`src/hw/rtl/omo_pkg.sv`:
```
// shared types, constants and arithmetic helpers for the omni wheel odometry block
`timescale 1ns / 1ps
package omo_pkg;

    localparam int ANGLE_BITS_DEF   = 16;
    localparam int CORDIC_STEPS_DEF = 16;

    localparam logic [15:0] RADIUS_RESET = 16'd13107;
    localparam logic [15:0] BASE_RESET   = 16'd6554;
    localparam logic [15:0] DT_RESET     = 16'd3277;

    localparam logic [1:0] REG_RADIUS = 2'd0;
    localparam logic [1:0] REG_BASE   = 2'd1;
    localparam logic [1:0] REG_DT     = 2'd2;

    localparam logic signed [34:0] INV_SQRT3    = 35'sd37837;
    localparam logic signed [34:0] INV_2PI      = 35'sd683565276;
    localparam logic signed [33:0] CORDIC_START = 34'sd652032874;

    // vy divides by 768 = 3 * 256: round, drop 8 bits, then times ceil(2^28 / 3)
    localparam logic [33:0]        VY_HALF    = 34'd384;
    localparam int                 VY_SHIFT   = 8;
    localparam logic signed [34:0] INV3_Q28   = 35'sd89478486;
    localparam int                 INV3_SHIFT = 28;

    // dividend width of the serial divider
    localparam int DIVW  = 44;
    localparam int DCNTW = $clog2(DIVW + 1);

    localparam int OPW = 5;
    localparam logic [OPW-1:0] OP_NONE = 5'd0;
    localparam logic [OPW-1:0] OP_LOAD = 5'd1;
    localparam logic [OPW-1:0] OP_MR   = 5'd2;
    localparam logic [OPW-1:0] OP_MK   = 5'd3;
    localparam logic [OPW-1:0] OP_VX   = 5'd4;
    localparam logic [OPW-1:0] OP_DVY  = 5'd5;
    localparam logic [OPW-1:0] OP_VY   = 5'd6;
    localparam logic [OPW-1:0] OP_DWZ  = 5'd7;
    localparam logic [OPW-1:0] OP_WZ   = 5'd8;
    localparam logic [OPW-1:0] OP_MT   = 5'd9;
    localparam logic [OPW-1:0] OP_P16  = 5'd10;
    localparam logic [OPW-1:0] OP_MA   = 5'd11;
    localparam logic [OPW-1:0] OP_ANG  = 5'd12;
    localparam logic [OPW-1:0] OP_C1   = 5'd13;
    localparam logic [OPW-1:0] OP_C2   = 5'd14;
    localparam logic [OPW-1:0] OP_C3   = 5'd15;
    localparam logic [OPW-1:0] OP_C4   = 5'd16;
    localparam logic [OPW-1:0] OP_C5   = 5'd17;
    localparam logic [OPW-1:0] OP_C6   = 5'd18;
    localparam logic [OPW-1:0] OP_DONE = 5'd19;
    localparam logic [OPW-1:0] OP_MVY  = 5'd20;

    typedef struct packed {
        logic [OPW-1:0] op;
    } omo_cmd_t;

    typedef struct packed {
        logic out_free;
        logic div_done;
        logic cor_done;
    } omo_status_t;

    // arctangent of 2^-k as a fraction of a 32 bit turn
    function automatic logic signed [33:0] atan_turn(input logic [4:0] k);
        logic signed [33:0] a;
        case (k)
            5'd0:  a = 34'sd536870912;
            5'd1:  a = 34'sd316933406;
            5'd2:  a = 34'sd167458907;
            5'd3:  a = 34'sd85004756;
            5'd4:  a = 34'sd42667331;
            5'd5:  a = 34'sd21354465;
            5'd6:  a = 34'sd10679838;
            5'd7:  a = 34'sd5340245;
            5'd8:  a = 34'sd2670163;
            5'd9:  a = 34'sd1335087;
            5'd10: a = 34'sd667544;
            5'd11: a = 34'sd333772;
            5'd12: a = 34'sd166886;
            5'd13: a = 34'sd83443;
            5'd14: a = 34'sd41722;
            5'd15: a = 34'sd20861;
            5'd16: a = 34'sd10430;
            5'd17: a = 34'sd5215;
            5'd18: a = 34'sd2608;
            5'd19: a = 34'sd1304;
            5'd20: a = 34'sd652;
            5'd21: a = 34'sd326;
            5'd22: a = 34'sd163;
            5'd23: a = 34'sd81;
            5'd24: a = 34'sd41;
            5'd25: a = 34'sd20;
            5'd26: a = 34'sd10;
            5'd27: a = 34'sd5;
            5'd28: a = 34'sd3;
            5'd29: a = 34'sd1;
            5'd30: a = 34'sd1;
            default: a = 34'sd0;
        endcase
        return a;
    endfunction

    // shift right by s with rounding to nearest, ties away from zero
    function automatic logic signed [71:0] rnd_shr(input logic signed [71:0] v,
                                                   input int unsigned s);
        logic [71:0] mag;
        logic [71:0] q;
        mag = v[71] ? 72'(-v) : 72'(v);
        q   = (mag + (72'd1 << (s - 1))) >> s;
        return v[71] ? -$signed(q) : $signed(q);
    endfunction

    function automatic logic signed [31:0] sat32(input logic signed [71:0] v);
        logic signed [31:0] r;
        if (v > 72'sd2147483647) begin
            r = 32'sh7fffffff;
        end else if (v < -72'sd2147483648) begin
            r = 32'sh80000000;
        end else begin
            r = v[31:0];
        end
        return r;
    endfunction

endpackage

```
`src/hw/rtl/omo_ctrl.sv`:
```
// sequencer that steps the odometry datapath through one item
`timescale 1ns / 1ps
module omo_ctrl (
    input  logic                 aclk,
    input  logic                 aresetn,
    input  logic                 s_tvalid,
    output logic                 s_tready,
    input  omo_pkg::omo_status_t status,
    output omo_pkg::omo_cmd_t    cmd
);
    import omo_pkg::*;

    localparam logic [4:0] ST_IDLE = 5'd0;
    localparam logic [4:0] ST_MR   = 5'd1;
    localparam logic [4:0] ST_MK   = 5'd2;
    localparam logic [4:0] ST_VX   = 5'd3;
    localparam logic [4:0] ST_DVY  = 5'd4;
    localparam logic [4:0] ST_MVY  = 5'd5;
    localparam logic [4:0] ST_VY   = 5'd6;
    localparam logic [4:0] ST_DWZ  = 5'd7;
    localparam logic [4:0] ST_WWZ  = 5'd8;
    localparam logic [4:0] ST_WZ   = 5'd9;
    localparam logic [4:0] ST_MT   = 5'd10;
    localparam logic [4:0] ST_P16  = 5'd11;
    localparam logic [4:0] ST_MA   = 5'd12;
    localparam logic [4:0] ST_ANG  = 5'd13;
    localparam logic [4:0] ST_WCOR = 5'd14;
    localparam logic [4:0] ST_C1   = 5'd15;
    localparam logic [4:0] ST_C2   = 5'd16;
    localparam logic [4:0] ST_C3   = 5'd17;
    localparam logic [4:0] ST_C4   = 5'd18;
    localparam logic [4:0] ST_C5   = 5'd19;
    localparam logic [4:0] ST_C6   = 5'd20;
    localparam logic [4:0] ST_DONE = 5'd21;

    logic [4:0] state_reg;
    logic [4:0] state_next;

    assign s_tready = (state_reg == ST_IDLE);

    always_comb begin
        state_next = state_reg;
        cmd.op     = OP_NONE;
        case (state_reg)
            ST_IDLE: begin
                if (s_tvalid) begin
                    cmd.op     = OP_LOAD;
                    state_next = ST_MR;
                end
            end
            ST_MR:   begin cmd.op = OP_MR;  state_next = ST_MK;  end
            ST_MK:   begin cmd.op = OP_MK;  state_next = ST_VX;  end
            ST_VX:   begin cmd.op = OP_VX;  state_next = ST_DVY; end
            ST_DVY:  begin cmd.op = OP_DVY; state_next = ST_MVY; end
            ST_MVY:  begin cmd.op = OP_MVY; state_next = ST_VY;  end
            ST_VY:   begin cmd.op = OP_VY;  state_next = ST_DWZ; end
            ST_DWZ:  begin cmd.op = OP_DWZ; state_next = ST_WWZ; end
            ST_WWZ: begin
                if (status.div_done) state_next = ST_WZ;
            end
            ST_WZ:   begin cmd.op = OP_WZ;  state_next = ST_MT;  end
            ST_MT:   begin cmd.op = OP_MT;  state_next = ST_P16; end
            ST_P16:  begin cmd.op = OP_P16; state_next = ST_MA;  end
            ST_MA:   begin cmd.op = OP_MA;  state_next = ST_ANG; end
            ST_ANG:  begin cmd.op = OP_ANG; state_next = ST_WCOR; end
            ST_WCOR: begin
                if (status.cor_done) state_next = ST_C1;
            end
            ST_C1:   begin cmd.op = OP_C1;  state_next = ST_C2;  end
            ST_C2:   begin cmd.op = OP_C2;  state_next = ST_C3;  end
            ST_C3:   begin cmd.op = OP_C3;  state_next = ST_C4;  end
            ST_C4:   begin cmd.op = OP_C4;  state_next = ST_C5;  end
            ST_C5:   begin cmd.op = OP_C5;  state_next = ST_C6;  end
            ST_C6:   begin cmd.op = OP_C6;  state_next = ST_DONE; end
            ST_DONE: begin
                if (status.out_free) begin
                    cmd.op     = OP_DONE;
                    state_next = ST_IDLE;
                end
            end
            default: state_next = ST_IDLE;
        endcase
    end

    always_ff @(posedge aclk) begin
        if (!aresetn) begin
            state_reg <= ST_IDLE;
        end else begin
            state_reg <= state_next;
        end
    end

endmodule

```
`config.mk`:
```
export PLATFORM = sky130hd
export DESIGN_NAME = omo_ctrl
export DESIGN_NICKNAME = d
export VERILOG_FILES = /design/src/hw/rtl/omo_pkg.sv /design/src/hw/rtl/omo_ctrl.sv
export SDC_FILE = /design/constraint.sdc
export NUM_CORES = 1
export LEC_CHECK = 0
export BUFFER_PORTS_ARGS = -buffer_cell sky130_fd_sc_hd__buf_2
export CAP_MARGIN = 20
export CORE_AREA = 2 2 42 44
export DETAILED_ROUTE_END_ITERATION = 7
export DIE_AREA = 0 0 44 46
export GPL_ROUTABILITY_DRIVEN = 1
export PLACE_DENSITY = 0.66
export SLEW_MARGIN = 20
export SYNTH_ARGS = -nofsm -noshare
export SYNTH_HDL_FRONTEND = slang
export SYNTH_SLANG_ARGS = --single-unit
export TNS_END_PERCENT = 1
```
`constraint.sdc`:
```
create_clock -name aclk -period 1.4 [get_ports aclk]
set_input_delay 0.14 -clock aclk [delete_from_list [all_inputs] [get_ports aclk]]
set_output_delay 0.14 -clock aclk [all_outputs]
set_load 0.03 [all_outputs]
```
==> results of run 1 <==
==> synth_stat cells (2+ instances only) <==
library cell  number
a21oi_1            5
nand3_1            3
o21a_1             2
a31oi_1            3
nor2_1             3
inv_2              2
nor2b_1            2
or2_4              2
nor3_1             4
nand4_1            3
o21ai_1            5
o22a_1             2
o22ai_1            2
nand2b_1           2
dfxtp_1            5
buf_6              4
inv_1              2
clkbuf_8           3
nand2_1            8
==> metal layers <==
layer	vias up	wire length (um)
li1	327	-
met4	0	20
met5	-	0
met3	2	120
met1	310	710
met2	28	763
==> kinds of logic (layout without fill, tap and decap cells) <==
kind of cell	after synthesis	after routing	share of synthesized area
and+or+nand+nor	32	32	0.308
xor gates and xnor gates	1	1	0.0150
AOI/OAI and AO/OA	26	26	0.300
buffers and inverters	12	35	0.186
DFF	5	5	0.171
muxes	1	1	0.0193
==> power by group through the flow <==
stage	registers (mW)	clock network [mW]	logic, mW
finish	0.170	0.179	0.302
detailed placement	0.169	0	0.254
CTS	0.168	0.186	0.290
global route	0.171	0.206	0.323
floorplan	0.161	0	0.194
global placement	0.168	0	0.252
==> stage by stage <==
stage	cells	power, mW	util	cell area [sq um]
floorplan	77	0.355	-	592
global placement	112	0.420	0.426	687
detailed placement	112	0.423	0.426	687
CTS	117	0.644	0.478	772
global route	117	0.700	0.496	801
finish	117	0.651	0.496	801
==> worst max path at each step <==
stage | from | slack [ps] | to | depth (start not counted)
after detailed placement | state_reg[0]$_SDFFE_PN0P_ | 6 | cmd[1] | 5
after floorplan | state_reg[3]$_SDFFE_PN0P_ | -100 | s_tready | 3
after CTS | state_reg[0]$_SDFFE_PN0P_ | -170 | cmd[1] | 5
after global placement | state_reg[0]$_SDFFE_PN0P_ | 40 | cmd[1] | 5
final | state_reg[0]$_SDFFE_PN0P_ | -160 | cmd[1] | 5
after global routing | state_reg[1]$_SDFFE_PN0P_ | -230 | cmd[0] | 5
==> worst max-delay path, delay by kind of cell (launching register included) <==
| kind | cells | cell delay [ps] |
|---|---|---|
| simple gates | 1 | 130 |
| mux | 1 | 260 |
| compound gates | 2 | 250 |
| flops | 1 | 360 |
| buf+inv | 1 | 170 |
==> area by class of cell <==
class | count | area, sq um
Timing Repair Buffer | 27 | 205
Clock buffer | 3 | 22.5
Tap cell | 17 | 21.3
Clock inverter | 1 | 5.00
Fill cell | 153 | 813
Inverter | 4 | 15.0
Multi-Input combinational cell | 60 | 422
Sequential cell | 5 | 110
==> timing repair <==
item	in CTS	in global routing
endpoints found under the setup margin	6	6
setup buffers	1	0
cloned	0	0
gates resized for setup	18	7
pin swaps	3	3
==> results.ini, run 1 <==
[cts]
cts_buffers = 3
clockRootBuffer = clkbuf_4
clockBufferDepth = 2
htree_levels = 1
cts_hold_buf = 0
cts_tree = done
cts_num_sinks = 5
clkTransAtPathRegs_ps = 60
clkLatencyLatePin_ps = 260

[grt]
met2_usage = 0.294
antenna_found_initial = 0
grt-ovfl-total = 0
grt_pass1_vias = 627
grtUsageTotal = 0.189
grt_max_degree = 12
grtUsageMet1 = 0.230
grt_pass1_wl_mm = 2.77
met3_usage = 0.0714
gr-max-usage-layer = met2

[worst_setup_path]
r2r_setup_slack_ps = 150
slowest_delay_ps = 360
crit_fanout = 6
worst_ep_required_time_ps = 1260
path_class = reg -> out
cp.arrival_ps = 1420
ff2ff_path_depth = 6
rr_endpoint = state_reg[0]$_SDFFE_PN0P_
cp_slowest_cell = dfxtp_4
crit-reg2reg-launch = state_reg[1]$_SDFFE_PN0P_
cp_cell_sequence = nor2b_4 -> mux2_4 -> a22oi_2 -> o32ai_2 -> buf_4
start_kind = register
cp-end-kind = output pin

[sta]
clock.fmax_mhz = 640
hold_viol = 0
finalWorstSetupSlack_ps = -162
holdWs_ps = 160
setup_violations = 6
worst_slew_pin_slew_ps = 246
slew-limit-headroom = 0.834
finalSetupTns_ps = -718
slew_viol_final = 0
grt_setup_unrepaired = yes
finalCriticalPeriod_ps = 1560
final.period_utilization = 1.12
fin_worst_skew_ps = 11.5

[logic_synthesis]
async_flop_share = 0
postSynthCellCount = 77
synthFlopType = dfxtp_1
yosysUniqueCellTypes = 34
synth_top_area_frac = 0.171
ys_seq_area_frac = 0.171
synth_warnings = 0
synth_top_area_cell = dfxtp_1
ys_seq_elements = 5
syn_nets = 83
synth_enable_flop_cells = 0
yosys-top-cells-area = dfxtp_1 (17%), buf_6 (7.7%), clkbuf_8 (7.1%)
avgSynthCellArea_sq_um = 7.59
syn_area_sq_um = 584

[die]
die_w_um = 44
start_util = 0.362
core_sq_mm = 0.00161
dieArea_sq_mm = 0.00202
ioPinCount = 12
num_rows = 15
die_y_um = 46

[hold_path]
hold_class = in -> reg
min_from = aresetn
hold_path_end = state_reg[2]$_SDFFE_PN0P_
hold_depth = 3

[pwr]
intPower_mw = 0.407
swShare = 0.375
p_sw_mw = 0.244
power-per-cell-area_mw_per_mm2 = 813
clkPwrFrac = 0.275
combPwrFrac = 0.464
pwr-share-seq = 0.261
ir_drop_mv = 0.311
leakage_nw = 0.326

[layout]
diodes = 0
syn_to_final_growth_pct = 37.0
final_common_cell = buf_4
nets = 107
final_cell_mix = buf_4 (18), nand2_1 (8), a21oi_1 (5), buf_2 (5), buf_6 (4)
largest_register_ffs = 5
final_layout_size_suffix_gt1_frac = 0.510

[placement]
pre_cts_slack_ps = 6.34
hpwl_mm = 1.15
portBuffers = 11
place_congestion = 0.839

[route]
wl_mm = 1.62
wire_per_inst_um = 13.8
drt-vias-per-instance = 5.70
drt_iter0_drc = 17
drc = 0
postRouteAntennaNets = 0
vias = 667
firstDrtPassIters = 4

[run_status]
status = finished with violations
violations = setup timing

[job]
cap_violations = 0

Power figures use the tool's default switching activity.
==> run 2: changes to the inputs <==
==> constraint.sdc (replaced) <==
create_clock -name aclk -period 1.4 [get_ports aclk]
set_input_delay 0 -clock aclk [delete_from_list [all_inputs] [get_ports aclk]]
set_output_delay 0 -clock aclk [all_outputs]
set_load 0.03 [all_outputs]
==> results.ini, run 2 (synthesis results as in run 1) <==
[pwr]
p_sw_mw = 0.238  ; was 0.244 mW
leakage_nw = 0.306  ; was 0.326 nW
intPower_mw = 0.394  ; was 0.407 mW
combPwrFrac = 0.443  ; was 0.464
clkPwrFrac = 0.286  ; was 0.275
ir_drop_mv = 0.303  ; was 0.311 mV
power_mw = 0.632  ; was 0.651 mW
pwr-share-seq = 0.271  ; was 0.261
swShare = 0.377  ; was 0.375
power-per-cell-area_mw_per_mm2 = 827  ; was 813 mW/mm^2

[sta]
final.period_utilization = 1.02  ; was 1.12
slew_viol_final = 0  ; unchanged
finalSetupTns_ps = -54.4  ; was -718 ps
holdWs_ps = 23.2  ; was 160 ps
setup_violations = 2  ; was 6
hold_viol = 0  ; unchanged
grt_setup_unrepaired = yes  ; unchanged
worst_slew_pin_slew_ps = 260  ; was 246 ps
clock.fmax_mhz = 698  ; was 640 MHz
slew-limit-headroom = 0.825  ; was 0.834
fin_worst_skew_ps = 3.16  ; was 11.5 ps
finalCriticalPeriod_ps = 1430  ; was 1560 ps
finalWorstSetupSlack_ps = -32.6  ; was -162 ps

[worst_setup_path]
crit_fanout = 6  ; unchanged
path_class = reg -> out  ; unchanged
worst_ep_required_time_ps = 1400  ; was 1260 ps
cp-end-kind = output pin  ; unchanged
cp_slowest_cell = dfxtp_4  ; unchanged
slowest_delay_ps = 360  ; about the same
start_kind = register  ; unchanged
worst_path_dominant_cell_family = flip-flops  ; unchanged
critical_path_buf_inv_count = 1  ; unchanged
cp.arrival_ps = 1430  ; was 1420 ps
cp_cell_sequence = nor2b_4 -> mux2_4 -> a22oi_2 -> o32ai_2 -> buf_4  ; unchanged

[layout]
final_common_cell = buf_4  ; unchanged
largest_register_ffs = 5  ; unchanged
multi_input_area_sq_um = 410  ; was 422 sq um
syn_to_final_growth_pct = 30.8  ; was 37.0%
num-fill-cells = 164  ; was 153
final_layout_size_suffix_gt1_frac = 0.485  ; was 0.510
nets = 104  ; was 107
diodes = 0  ; unchanged
final_cell_mix = buf_4 (17), nand2_1 (8), a21oi_1 (5), buf_2 (5)  ; was buf_4 (18), nand2_1 (8), a21oi_1 (5), buf_2 (5), buf_6 (4)
postLayoutCellArea_sq_um = 764  ; was 801 sq um
seqCellArea_sq_um = 116  ; was 110 sq um

[cts]
clockRootBuffer = clkbuf_4  ; unchanged
clockBufferDepth = 2  ; unchanged
cts_hold_buf = 0  ; unchanged
cts_buffers = 3  ; unchanged
htree_levels = 1  ; unchanged
cts_tree = done  ; unchanged
clkTransAtPathRegs_ps = 50  ; was 60 ps
clkLatencyLatePin_ps = 250  ; was 260 ps
cts_num_sinks = 5  ; unchanged

[route]
firstDrtPassIters = 4  ; unchanged
wl_mm = 1.65  ; was 1.62 mm
drt-vias-per-instance = 5.82  ; was 5.70
postRouteAntennaNets = 0  ; unchanged
drc = 0  ; unchanged
vias = 664  ; was 667
wire_per_inst_um = 14.5  ; was 13.8 um
drt_iter0_drc = 23  ; was 17

[die]
ioPinCount = 12  ; unchanged
die_w_um = 44  ; unchanged
start_util = 0.362  ; unchanged
dieArea_sq_mm = 0.00202  ; unchanged
die_y_um = 46  ; unchanged
num_rows = 15  ; unchanged
core_sq_mm = 0.00161  ; unchanged

[grt]
gr-max-usage-layer = met2  ; unchanged
met3_usage = 0.0397  ; was 0.0714
grtUsageMet1 = 0.226  ; was 0.230
grt-ovfl-total = 0  ; unchanged
met2_usage = 0.271  ; was 0.294
antenna_found_initial = 0  ; unchanged
grt_pass1_vias = 673  ; was 627
grt_max_degree = 11  ; was 12
grtUsageTotal = 0.188  ; was 0.189
grt_pass1_wl_mm = 2.73  ; was 2.77 mm

[run_status]
status = finished with violations  ; unchanged
violations = setup timing  ; unchanged

[placement]
place_area_sq_um = 657  ; was 687 sq um
portBuffers = 11  ; unchanged
pre_cts_slack_ps = 44.4  ; was 6.34 ps
hpwl_mm = 1.08  ; was 1.15 mm
place_congestion = 0.859  ; was 0.839

[job]
cap_violations = 0  ; unchanged

[hold_path]
hold_class = in -> reg  ; unchanged

[run 2: layer usage]
metal	vias up	share of wire
met5	-	0
li1	319	-
met3	8	0.076
met2	33	0.44
met1	304	0.44
met4	0	0.039
[run 2: power by group through the flow]
stage	Sequential [mW]	Clock (mW)	Combinational [mW]
after global placement	0.176	0	0.229
final	0.171	0.181	0.280
after CTS	0.171	0.187	0.265
after detailed placement	0.176	0	0.231
after global routing	0.173	0.195	0.300
after floorplan	0.161	0	0.194
[run 2: tightest hold or removal path: cells and delay by family]
kind / cells / cell delay, ps
AND/OR/NAND/NOR: 1 / 60
buffers and inverters: 1 / 140
AO/OA/AOI/OAI: 1 / 30
[run 2: repair_timing]
item,4_1_cts,5_1_grt
hold endpoints to repair,0,0
pin swaps,2,1
buffers inserted,2,0
setup endpoints to repair,6,6
resized for setup,18,6
[run 2: stage by stage]
stage               instances  utilization
floorplan                  77            -
global placement          108        0.407
detailed placement        108        0.407
CTS                       114        0.462
global route              114        0.474
finish                    114        0.474
[run 2: area by class of cell]
cell class | instances | share of cell area
Multi-Input combinational cell | 60 | 0.537
Timing Repair Buffer | 24 | 0.229
Sequential cell | 5 | 0.152
Clock buffer | 4 | 0.0344
Tap cell | 17 | 0.0278
Inverter | 4 | 0.0196
[run 2: worst paths after layout]
path	start	endpoint	slack [ps]	depth (start not counted)
hold / removal	aresetn	state_reg[2]$_SDFFE_PN0P_	20	3
hold reg to reg	state_reg[0]$_SDFFE_PN0P_	state_reg[0]$_SDFFE_PN0P_	540	2
setup / recovery	state_reg[0]$_SDFFE_PN0P_	cmd[1]	-30	5
setup reg to reg	state_reg[2]$_SDFFE_PN0P_	state_reg[0]$_SDFFE_PN0P_	180	4
==> run 3: changes to the inputs <==
==> constraint.sdc (replaced) <==
create_clock -name aclk -period 1.7 [get_ports aclk]
set_input_delay 0 -clock aclk [delete_from_list [all_inputs] [get_ports aclk]]
set_output_delay 0 -clock aclk [all_outputs]
set_load 0.03 [all_outputs]
==> results.ini, run 3 (synthesis results as in run 1) <==
[run_status]
status = finished, final reports clean  ; was finished with violations

[sta]
worst_slew_pin_slew_ps = 323  ; was 260 ps
holdWs_ps = 34.7  ; was 23.2 ps
grt_setup_unrepaired = no  ; was yes
finalWorstSetupSlack_ps = 144  ; was -32.6 ps
fin_worst_skew_ps = 1.72  ; was 3.16 ps
slew-limit-headroom = 0.784  ; was 0.825
hold_viol = 0  ; unchanged
finalCriticalPeriod_ps = 1560
finalSetupTns_ps = 0  ; was -54.4 ps
setup_violations = 0  ; was 2
final.period_utilization = 0.915
clock.fmax_mhz = 643
slew_viol_final = 0  ; unchanged

[pwr]
power-per-cell-area_mw_per_mm2 = 715  ; was 827 mW/mm^2
leakage_nw = 0.248  ; was 0.306 nW
ir_drop_mv = 0.188  ; was 0.303 mV

[hold_path]
hold_depth = 3  ; unchanged
hold_class = in -> reg  ; unchanged

[route]
drc = 0  ; unchanged
wl_mm = 1.35  ; was 1.65 mm
drt_iter0_drc = 21  ; was 23
vias = 591  ; was 664
postRouteAntennaNets = 0  ; unchanged
firstDrtPassIters = 4  ; unchanged
drt-vias-per-instance = 5.58  ; was 5.82
wire_per_inst_um = 12.7  ; was 14.5 um

[die]
die_y_um = 46  ; unchanged
num_rows = 15  ; unchanged
start_util = 0.362  ; unchanged
die_w_um = 44  ; unchanged
core_sq_mm = 0.00161  ; unchanged
dieArea_sq_mm = 0.00202  ; unchanged
ioPinCount = 12  ; unchanged

[placement]
place_congestion = 0.894  ; was 0.859
portBuffers = 11  ; unchanged
hpwl_um = 954  ; was 1.08 mm
pre_cts_slack_ps = 347  ; was 44.4 ps

[grt]
antenna_found_initial = 0  ; unchanged
grt_pass1_wl_mm = 2.37  ; was 2.73 mm
grt_pass1_vias = 538  ; was 673
grtUsageTotal = 0.155  ; was 0.188
grt_max_degree = 20  ; was 11
grt-ovfl-total = 0  ; unchanged

[job]
cap_violations = 0  ; unchanged

[cts]
clkTransAtPathRegs_ps = 50  ; about the same
cts_buffers = 3  ; unchanged
clockRootBuffer = clkbuf_4  ; unchanged
htree_levels = 1  ; unchanged
clkLatencyLatePin_ps = 240  ; was 250 ps
clockBufferDepth = 2  ; unchanged
cts_tree = done  ; unchanged
cts_num_sinks = 5  ; unchanged

[layout]
syn_to_final_growth_pct = 10.3  ; was 30.8%
final_common_cell = buf_2  ; was buf_4
final_cell_mix = buf_2 (11), nand2_1 (8), o21ai_1 (5), a21oi_1 (5)  ; was buf_4 (17), nand2_1 (8), a21oi_1 (5), buf_2 (5)
largest_register_ffs = 5  ; unchanged
nets = 96  ; was 104
num-fill-cells = 167  ; was 164
finish.utilization = 0.399  ; was 0.474
diodes = 0  ; unchanged
final_layout_size_suffix_gt1_frac = 0.315  ; was 0.485

[worst_setup_path]
start_kind = register  ; unchanged
path_class = reg -> out  ; unchanged
worst_ep_required_time_ps = 1700  ; was 1400 ps
cp-end-kind = output pin  ; unchanged
ff2ff_path_depth = 5  ; was 4
crit_fanout = 6  ; unchanged
cp.arrival_ps = 1560  ; was 1430 ps

run 3: cell types whose count changed in the layout (fill, tap and decap cells not counted), moves of 2 or more:
cell     delta
buf_4      -13
buf_2       +6
dfxtp_1     +4
dfxtp_4     -4
buf_6       -2
o21ai_1     +2
o21ai_2     -2
run 3: report_power, final:
group / leakage [nW] / internal (mW) / total [mW] / switching (mW)
sequential: 0.0411 / 0.126 / 0.143 / 0.0170
clock: 0.0150 / 0.0890 / 0.141 / 0.0522
combinational: 0.192 / 0.0777 / 0.177 / 0.0993
total: 0.248 / 0.292 / 0.461 / 0.169
run 3: path summary, 6_finish.rpt:
kind | startpoint | end | slack (ps)
setup / recovery | state_reg[3]$_SDFFE_PN0P_ | cmd[1] | 140
hold / removal | aresetn | state_reg[2]$_SDFFE_PN0P_ | 30
setup reg to reg | state_reg[4]$_SDFFE_PN0P_ | state_reg[4]$_SDFFE_PN0P_ | 390
hold reg to reg | state_reg[0]$_SDFFE_PN0P_ | state_reg[0]$_SDFFE_PN0P_ | 580
run 3: critical path: stages (launching register included):
cell     delay [ps]
dfxtp_1         460
mux2_2          370
a22oi_1         180
o32ai_1         110
buf_2           190
run 3: routing by layer:
metal  global-route usage  up-vias  part of all wire
met3               0.0119        0             0.037
met4               0.0970        0                 0
met1                0.217      265              0.48
met5                    0        -                 0
met2                0.226       22              0.48
li1                     -      304                 -
run 3: cell type report:
type                    instances  area, sq um  share of cell area
multi-input cells              60          375               0.583
repair buffers                 16          105               0.163
flip-flops and latches          5          101               0.157
clock buffers                   4         26.3              0.0408
well taps                      17         21.3              0.0330
inverters                       4         15.0              0.0233
run 3: per-stage QoR:
stage	power, mW	instance area, sq um	std cells
final	0.461	644	106
after global routing	0.492	644	106
after CTS	0.464	643	106
after detailed placement	0.320	617	102
after global placement	0.321	617	102
after floorplan	0.289	584	77
run 3: what timing repair did:
item | 4_1_cts | 5_1_grt
setup buffers | 0 | 0
resized for setup | 0 | 1
endpoints found under the hold margin | 0 | 0
setup endpoints to repair | 0 | 1
hold buffers | 0 | 0
